File: config.mk
export PLATFORM = sky130hd
export DESIGN_NAME = binary_gcd_with_step_count
export DESIGN_NICKNAME = d
export VERILOG_FILES = /design/src/bgcd_pkg.sv /design/src/bgcd_ctrl.sv /design/src/bgcd_dp.sv /design/src/binary_gcd_with_step_count.sv
export SDC_FILE = /design/constraint.sdc
export NUM_CORES = 1
export LEC_CHECK = 0
export BUFFER_PORTS_ARGS = -buffer_cell sky130_fd_sc_hd__buf_2
export CORE_UTILIZATION = 65
export DETAILED_ROUTE_END_ITERATION = 16
export MAX_ROUTING_LAYER = met4
export PLACE_DENSITY = 0.91
export SYNTH_ARGS = -nofsm -noshare
export SYNTH_HDL_FRONTEND = slang
export SYNTH_SLANG_ARGS = --single-unit
File: constraint.sdc
create_clock -name clk -period 7.95 [get_ports clk]
set_clock_uncertainty 0.1 [all_clocks]
set_input_delay 1.59 -clock clk [delete_from_list [all_inputs] [get_ports clk]]
set_output_delay 1.59 -clock clk [all_outputs]
set_load 0.1 [all_outputs]
File: src/bgcd_pkg.sv
package bgcd_pkg;

    localparam int DATA_WIDTH = 31;
    localparam int SHIFT_W    = $clog2(DATA_WIDTH);
    localparam int COUNT_W    = 8;
    localparam logic [COUNT_W-1:0] COUNT_MAX = {COUNT_W{1'b1}};

    // stream payload widths, rounded up to whole bytes
    localparam int IN_DATA_W  = ((2 * DATA_WIDTH + 7) / 8) * 8;
    localparam int OUT_DATA_W = ((DATA_WIDTH + COUNT_W + 7) / 8) * 8;

    typedef struct packed {
        logic load;
        logic step;
        logic capture;
    } cmd_t;

    typedef struct packed {
        logic done;
    } status_t;

endpackage

File: src/bgcd_ctrl.sv
module bgcd_ctrl (
    input  logic             clk,
    input  logic             rst_n,
    input  logic             in_valid,
    output logic             in_ready,
    output logic             out_valid,
    input  logic             out_ready,
    input  bgcd_pkg::status_t status,
    output bgcd_pkg::cmd_t    cmd
);

    typedef enum logic {
        ST_IDLE,
        ST_RUN
    } state_t;

    state_t state_reg;
    state_t state_next;
    logic   out_valid_reg;
    logic   out_valid_next;

    always_comb
    begin
        cmd.load    = (state_reg == ST_IDLE) && in_valid;
        cmd.step    = (state_reg == ST_RUN) && !status.done;
        // result register must be free or draining this cycle
        cmd.capture = (state_reg == ST_RUN) && status.done && (!out_valid_reg || out_ready);
    end

    always_comb
    begin
        state_next = state_reg;
        unique case (state_reg)
            ST_IDLE:
            begin
                if (in_valid)
                begin
                    state_next = ST_RUN;
                end
            end
            ST_RUN:
            begin
                if (cmd.capture)
                begin
                    state_next = ST_IDLE;
                end
            end
            default:
            begin
                state_next = ST_IDLE;
            end
        endcase
    end

    always_comb
    begin
        priority if (cmd.capture)
        begin
            out_valid_next = 1'b1;
        end
        else if (out_ready)
        begin
            out_valid_next = 1'b0;
        end
        else
        begin
            out_valid_next = out_valid_reg;
        end
    end

    always_ff @(posedge clk or negedge rst_n)
    begin
        if (!rst_n)
        begin
            state_reg     <= ST_IDLE;
            out_valid_reg <= 1'b0;
        end
        else
        begin
            state_reg     <= state_next;
            out_valid_reg <= out_valid_next;
        end
    end

    assign in_ready  = (state_reg == ST_IDLE);
    assign out_valid = out_valid_reg;

    a_load_starts_run: assert property (@(posedge clk) disable iff (!rst_n)
        in_valid && in_ready |=> state_reg == ST_RUN)
        else $error("accepted transfer did not start a run");

    a_capture_shows_result: assert property (@(posedge clk) disable iff (!rst_n)
        cmd.capture |=> out_valid)
        else $error("captured result not presented");

    a_no_overwrite: assert property (@(posedge clk) disable iff (!rst_n)
        !(cmd.capture && out_valid_reg && !out_ready))
        else $error("pending result overwritten");

endmodule

File: src/bgcd_dp.sv
module bgcd_dp (
    input  logic                              clk,
    input  logic                              rst_n,
    input  bgcd_pkg::cmd_t                    cmd,
    input  logic [bgcd_pkg::DATA_WIDTH-1:0]   first_value,
    input  logic [bgcd_pkg::DATA_WIDTH-1:0]   second_value,
    output bgcd_pkg::status_t                 status,
    output logic [bgcd_pkg::DATA_WIDTH-1:0]   divisor,
    output logic [bgcd_pkg::COUNT_W-1:0]      step_count
);

    localparam int DW = bgcd_pkg::DATA_WIDTH;

    logic [DW-1:0]                n_reg, n_next;
    logic [DW-1:0]                m_reg, m_next;
    logic [bgcd_pkg::SHIFT_W-1:0] shift_reg, shift_next;
    logic [bgcd_pkg::COUNT_W-1:0] steps_reg, steps_next;
    logic [DW-1:0]                divisor_reg;
    logic [bgcd_pkg::COUNT_W-1:0] step_count_reg;

    logic          n_even, m_even;
    logic [DW-1:0] n_half, m_half;
    logic [DW:0]   diff_mn;
    logic [DW-1:0] diff_nm;
    logic          swap;

    always_comb
    begin
        n_even  = !n_reg[0];
        m_even  = !m_reg[0];
        // halve each even operand; both even also bumps the common factor
        n_half  = n_even ? (n_reg >> 1) : n_reg;
        m_half  = m_even ? (m_reg >> 1) : m_reg;
        diff_mn = {1'b0, m_half} - {1'b0, n_half};
        diff_nm = n_half - m_half;
        swap    = diff_mn[DW];
    end

    always_comb
    begin
        n_next     = n_reg;
        m_next     = m_reg;
        shift_next = shift_reg;
        steps_next = steps_reg;
        priority if (cmd.load)
        begin
            if (first_value > second_value)
            begin
                n_next = second_value;
                m_next = first_value;
            end
            else
            begin
                n_next = first_value;
                m_next = second_value;
            end
            shift_next = '0;
            steps_next = '0;
        end
        else if (cmd.step)
        begin
            if (swap)
            begin
                n_next = m_half;
                m_next = diff_nm;
            end
            else
            begin
                n_next = n_half;
                m_next = diff_mn[DW-1:0];
            end
            if (n_even && m_even)
            begin
                shift_next = shift_reg + 1'b1;
            end
            if (steps_reg != bgcd_pkg::COUNT_MAX)
            begin
                steps_next = steps_reg + 1'b1;
            end
        end
        else
        begin
            n_next = n_reg;
        end
    end

    always_ff @(posedge clk)
    begin
        n_reg     <= n_next;
        m_reg     <= m_next;
        shift_reg <= shift_next;
        steps_reg <= steps_next;
        if (cmd.capture)
        begin
            divisor_reg    <= n_reg << shift_reg;
            step_count_reg <= steps_reg;
        end
    end

    assign status.done = (n_reg == '0) || (m_reg == '0);
    assign divisor     = divisor_reg;
    assign step_count  = step_count_reg;

    a_sum_drops: assert property (@(posedge clk) disable iff (!rst_n)
        cmd.step |=> ({1'b0, n_reg} + {1'b0, m_reg}) < ($past({1'b0, n_reg}) + $past({1'b0, m_reg})))
        else $error("iteration did not shrink operands");

    a_ordered: assert property (@(posedge clk) disable iff (!rst_n)
        cmd.load |=> n_reg <= m_reg)
        else $error("operand pair out of order");

    a_shift_bound: assert property (@(posedge clk) disable iff (!rst_n)
        cmd.step |=> shift_reg < bgcd_pkg::SHIFT_W'(DW))
        else $error("common factor exceeds operand width");

endmodule

File: src/binary_gcd_with_step_count.sv
// channel   dir  handshake                    payload (low bit up)
// s_axis    in   s_tvalid / s_tready          s_tdata: first_value, second_value
// m_axis    out  m_tvalid / m_tready          m_tdata: divisor, step_count
//
// one item at a time: load, then one gcd iteration per cycle, then capture
// the iteration loop runs until either operand reaches zero
// the result register lets a new operand pair load while a result waits
// a run holds at the end until the result register is free
// reset clears the controller; operand and result registers are not reset
module binary_gcd_with_step_count (
    input  logic                              clk,
    input  logic                              rst_n,
    input  logic                              s_tvalid,
    output logic                              s_tready,
    input  logic [bgcd_pkg::IN_DATA_W-1:0]    s_tdata,  // first_value, second_value, zero pad
    output logic                              m_tvalid,
    input  logic                              m_tready,
    output logic [bgcd_pkg::OUT_DATA_W-1:0]   m_tdata   // divisor, step_count, zero pad
);

    localparam int DW = bgcd_pkg::DATA_WIDTH;
    localparam int CW = bgcd_pkg::COUNT_W;

    bgcd_pkg::cmd_t    cmd;
    bgcd_pkg::status_t status;
    logic [DW-1:0]     divisor;
    logic [CW-1:0]     step_count;

    bgcd_ctrl u_ctrl (
        .clk       (clk),
        .rst_n     (rst_n),
        .in_valid  (s_tvalid),
        .in_ready  (s_tready),
        .out_valid (m_tvalid),
        .out_ready (m_tready),
        .status    (status),
        .cmd       (cmd)
    );

    bgcd_dp u_dp (
        .clk          (clk),
        .rst_n        (rst_n),
        .cmd          (cmd),
        .first_value  (s_tdata[DW-1:0]),
        .second_value (s_tdata[2*DW-1:DW]),
        .status       (status),
        .divisor      (divisor),
        .step_count   (step_count)
    );

    assign m_tdata = {{(bgcd_pkg::OUT_DATA_W - DW - CW){1'b0}}, step_count, divisor};

endmodule
==> results of run 1 <==
## cell families after synthesis
family          share of synthesized area, %
simple gates                            15.6
mux                                     14.8
compound gates                          20.9
other cells                           0.0321
flops                                   28.7
fa+ha+maj                               10.3
xor+xnor                                2.70
buf+inv                                 7.02
## how the worst max path moves through the flow
stage                           to  slack, ns  cells after the start
global placement    u_dp.m_reg[15]       2.94                     13
detailed placement  u_dp.m_reg[15]       2.82                     14
finish              u_dp.m_reg[15]       2.60                     14
floorplan           u_dp.m_reg[12]       3.74                     12
global route        u_dp.m_reg[15]       2.39                     14
CTS                 u_dp.m_reg[15]       2.79                     14
## Yosys cell counts (all sizes together), types with 12 or more instances
master	n	area [sq um]
xor2	13	114
a21oi	143	716
clkbuf	42	158
nand4	29	188
nand2	122	458
ha	93	1160
nor2b	12	75.1
xnor2	23	201
mux2	59	664
a211oi	24	185
mux4	12	270
inv	106	398
nand3	12	60.1
nor4	16	106
mux2i	79	791
nor3	14	70.1
o21ai	96	480
nor2	146	551
buf	51	264
a21o	28	210
or3	12	80.1
dfxtp	13	260
edfxtp	101	3030
a31oi	13	81.3
o211ai	35	263
## worst register-to-register path: stages (launching register included)
cell and delay [ns]:
edfxtp_1 0.32, buf_4 0.45, mux2i_1 0.51, inv_1 0.09, ha_1 0.45, a21oi_1 0.39, o21ai_0 0.25, a211oi_1 0.25
o31ai_1 0.21, nor2_4 0.49, buf_4 0.64, mux2i_1 0.43, o22ai_1 0.20, xnor2_1 0.21, o21ai_0 0.09
## per-layer routing
layer  track usage (%)  part of all wire [%]
met1              51.2                    42
met2              59.0                    44
met3              6.34                    10
met4              17.5                   3.9
met5                 -                     0
## stage by stage
step / area [sq um] / utilization (%) / setup slack [ns]
global route: 12700 / 73.2 / 2.39
finish: 12700 / 73.2 / 2.60
floorplan: 11700 / - / 3.74
CTS: 12700 / 73.2 / 2.79
detailed placement: 12200 / 69.9 / 2.82
global placement: 12200 / 69.9 / 2.94
## placed cells by master (no fill, tap or decap), drive strengths merged, types with 14 or more instances in the layout
cell	Yosys	layout
a211oi	24	24
a21o	28	28
a21oi	143	143
buf	51	116
clkbuf	42	19
edfxtp	101	101
ha	93	93
inv	106	114
mux2	59	59
mux2i	79	79
nand2	122	122
nand4	29	29
nor2	146	146
nor3	14	14
nor4	16	16
o211ai	35	35
o21ai	96	96
xnor2	23	23
## final cells by class
class                   instances  area, sq um
well taps                     225          282
multi-input cells            1079         7550
inverters                     106          398
flip-flops and latches        116         3340
repair buffers                116          606
clock inverters                13         91.3
diodes                          3         7.51
fillers                      1264         4670
clock buffers                  19          475
==> impl_metrics.toml, run 1 <==
[outcome]
status = "finished, final reports clean"

[worst_setup_path]
crit_start = "u_dp.m_reg[0]"
critPathMaxFanout = 65
rrSetupSlack_ns = 2.60
crit_family = "compound AO/OA/AOI/OAI gates"
cp_data_required_time_ns = 8.01
path_buf_inv = 3
crit_chain = "buf_4 -> mux2i_1 -> inv_1 -> ha_1 -> a21oi_1 -> o21ai_0 -> a211oi_1 -> o31ai_1 -> nor2_4 -> buf_4 -> mux2i_1 -> o22ai_1 -> xnor2_1 -> o21ai_0"
slowest_stage = "buf_4"
r2r-end = "u_dp.m_reg[15]"
crit_arrival_ns = 5.41
rr_startpoint = "u_dp.m_reg[0]"
worst_r2r_path_depth = 14
slowest_delay_ns = 0.63
setup.worst_path.class = "register to register"
end_kind = "register"
start_kind = "register"

[flow_run]
maxCapViolCount = 0

[timing]
hold_viol_final = 0
slew_headroom_pct = 18.3
whs_ns = 0.410
finalSetupTns_ns = 0
setup_viol = 0
rsz0062_at_grt = "no"
fmax_ghz = 0.187
report.final.slew_viol_count = 0
worst_pin_slew_ns = 1.22
post-route-min-period_ns = 5.35
fin_crit_sh_pct = 67.2

[route]
drt.antenna.violating_nets = 0
drt_iter0_drc = 1401
drc_errors = 0
via_per_inst = 6.64
wl_um = 34500
drt-pass1-iter-count = 6
vias = 11100
wl_per_cell_um = 20.6

[final_layout]
final_nets = 1599
drive_gt1_share_pct = 16.7
area_delta_synth_final_pct = 9.29
final_cells = 1677

[global_route]
grt-ovfl-total = 0
antenna_found_initial = 1
grt_pass1_wl_um = 53400
grt_pass1_vias = 10200
grt.total_usage_pct = 38.9
grt_max_degree = 97

[floorplanning]
die_w_um = 136
ios = 110
core-area_sq_um = 17400
die_h_um = 136
fp.dieArea_sq_um = 18500
initial_utilization_pct = 67.0
rows = 48

[synth]
yosysSeqAreaShare_pct = 28.7
synth-edff-count = 101
synth_warnings = 0
synth_ff_type = "edfxtp_1"
avgSynthCellArea_sq_um = 8.37
synth_fp_nets = 1557
synth-async-reset-ratio_pct = 1.72
ys_types = 74
netlist_area_sq_um = 11700
synth_cells = 1394
ys_seq_elements = 116

[clock_tree]
clkLatencyLatePin_ns = 0.43
cts_tree = "done"
cts_hold_buf = 0
cts.clk_slew.worst_paths_ns = 0.06
cts.sinks = 116
cts_resized = 0
clk_path_buf_depth = 2
cts_made_buffers = 17
cts_root_buffer = "clkbuf_16"
post_cts_buffers = 0
htree_num_levels = 4

[place]
dp_hpwl_um = 25500
placedCellCount = 1642
portBuffers = 106
gp_congestion = 1.00

[hold_path]
min_path_cells = 0
min_path_type = "register to register"
hp-start = "u_dp.steps_reg[1]"
min_to = "u_dp.step_count[1]"
Power of run 1 is left out: the tool's default activity adds up to more than one toggle a clock period on the data nets, which glitch-free logic cannot reach.
==> run 2, diff against run 1 <==
--- a/config.mk
+++ b/config.mk
@@ -6,10 +6,10 @@
 export NUM_CORES = 1
 export LEC_CHECK = 0
 export BUFFER_PORTS_ARGS = -buffer_cell sky130_fd_sc_hd__buf_2
-export CORE_UTILIZATION = 65
+export CORE_UTILIZATION = 56
 export DETAILED_ROUTE_END_ITERATION = 16
 export MAX_ROUTING_LAYER = met4
-export PLACE_DENSITY = 0.91
+export PLACE_DENSITY = 0.84
 export SYNTH_ARGS = -nofsm -noshare
 export SYNTH_HDL_FRONTEND = slang
 export SYNTH_SLANG_ARGS = --single-unit
==> constraint.sdc (replaced) <==
create_clock -name clk -period 4.76 [get_ports clk]
set_clock_uncertainty 0.1 [all_clocks]
set_input_delay 0.952 -clock clk [delete_from_list [all_inputs] [get_ports clk]]
set_output_delay 0.952 -clock clk [all_outputs]
set_load 0.1 [all_outputs]
==> impl_metrics.toml, run 2 (synthesis gave the netlist of run 1 again) <==
[route]
via_per_inst = 6.32
drt-pass1-iter-count = 6
vias = 11000
wl_per_cell_um = 19.1
drc_errors = 0
drt.antenna.violating_nets = 0
drt_iter0_drc = 1043
wl_um = 33200

[clock_tree]
cts_root_buffer = "clkbuf_16"
cts.sinks = 116
cts.clk_slew.worst_paths_ns = 0.07
cts_made_buffers = 17
clkLatencyLatePin_ns = 0.42
cts_resized = 0
post_cts_buffers = 0
cts_tree = "done"
clk_path_buf_depth = 2
cts_hold_buf = 0
htree_num_levels = 4

[worst_setup_path]
rrSetupSlack_ns = 0.47
critPathMaxFanout = 32
crit_family = "compound AO/OA/AOI/OAI gates"
start_kind = "register"
slowest_stage = "a211oi_1"
setup.worst_path.class = "register to register"
cp_data_required_time_ns = 4.88
cp_common_cell = "mux2i_1"
crit_chain = "buf_12 -> mux2i_1 -> inv_1 -> ha_1 -> a21oi_1 -> a21boi_0 -> nand3_1 -> nand2_1 -> o221ai_1 -> a211oi_1 -> o21ai_0 -> mux2i_1 -> o41ai_1"
path_buf_inv = 2
slowest_delay_ns = 0.56
end_kind = "register"
crit_arrival_ns = 4.41

[final_layout]
drive_gt1_share_pct = 17.9
final_cells = 1741
final_common_cell = "nor2_1"
multiInputGateArea_sq_um = 7550
fin_util_pct = 64.5
area_delta_synth_final_pct = 12.2
layout_common_cells = "145 x nor2_1, 142 x a21oi_1, 120 x nand2_1"
final_nets = 1621
antenna_cells = 0
seq_area_sq_um = 3340
final.fill_count = 1656

[floorplanning]
initial_utilization_pct = 57.5
core-area_sq_um = 20300
die_w_um = 146
fp.dieArea_sq_um = 21400
ios = 110
rows = 52
die_h_um = 146

[hold_path]
min_path_type = "input port to asynchronous set/reset pin"

[timing]
fin_crit_sh_pct = 90.2
worst_pin_slew_ns = 1.14
finalSetupTns_ns = 0
report.final.slew_viol_count = 0
setup_viol = 0
post-route-min-period_ns = 4.29
rsz0062_at_grt = "no"
slew_headroom_pct = 24.1
fmax_ghz = 0.233
hold_viol_final = 0
worst_slack_ns = 0.468

[place]
dp_hpwl_um = 25100
gp_congestion = 1.03
pre_cts_slack_ns = 0.610
placedCellCount = 1709
portBuffers = 106

[global_route]
antenna_found_initial = 0
grt_pass1_wl_um = 52700
grt_pass1_vias = 10200
grt_max_degree = 72
grt.total_usage_pct = 32.1
grt-ovfl-total = 0

[flow_run]
maxCapViolCount = 0

[outcome]
status = "finished, final reports clean"
-- run 2: changes by cell type in the layout (fill, tap and decap cells not counted), sizes merged --
cell	change
buf	+22
bufinv	+1
clkbuf	+1
clkinv	-1
clkinvlp	-1
diode	-3
-- run 2: area by class of cell --
type                    instances  area share (%)
inverters                     106            3.04
clock inverters                12           0.956
flip-flops and latches        116            25.6
clock buffers                  20            3.82
repair buffers                138            6.37
multi-input cells            1079            57.7
well taps                     270            2.58
-- run 2: layer usage --
layer  wire length, um  vias to the layer above  track usage, %
met1             13800                     5169            41.7
met2             15200                      553            50.0
li1                  -                     5200               -
met4              1390                        0            14.5
met5                 0                        -               -
met3              2760                       87            4.06
-- run 2: path summary, 6_finish.rpt --
kind	from	to	cells past startpoint
max	u_dp.m_reg[0]	u_dp.m_reg[27]	13
min in group clk	u_dp.steps_reg[5]	u_dp.step_count[5]	0
max in group asynchronous	rst_n	u_ctrl.state_reg	1
max reg2reg	u_dp.m_reg[0]	u_dp.m_reg[27]	13
min reg2reg	u_dp.steps_reg[5]	u_dp.step_count[5]	0
min	rst_n	u_ctrl.out_valid	1
-- run 2: stage by stage --
stage | hold WS (ns) | instance area, sq um
after floorplan | 0.343 | 11700
after global placement | 0.363 | 12500
after detailed placement | 0.382 | 12500
after CTS | 0.200 | 13100
after global routing | 0.192 | 13100
final | 0.203 | 13100
-- run 2: worst register-to-register path, cell delays in order, from the launching register on --
cell and delay [ns]:
edfxtp_1 0.38, buf_12 0.24, mux2i_1 0.45, inv_1 0.09, ha_1 0.40, a21oi_1 0.20, a21boi_0 0.31, nand3_1 0.19
nand2_1 0.18, o221ai_1 0.28, a211oi_1 0.56, o21ai_0 0.20, mux2i_1 0.16, o41ai_1 0.36
Power of run 2 is left out for the same reason.
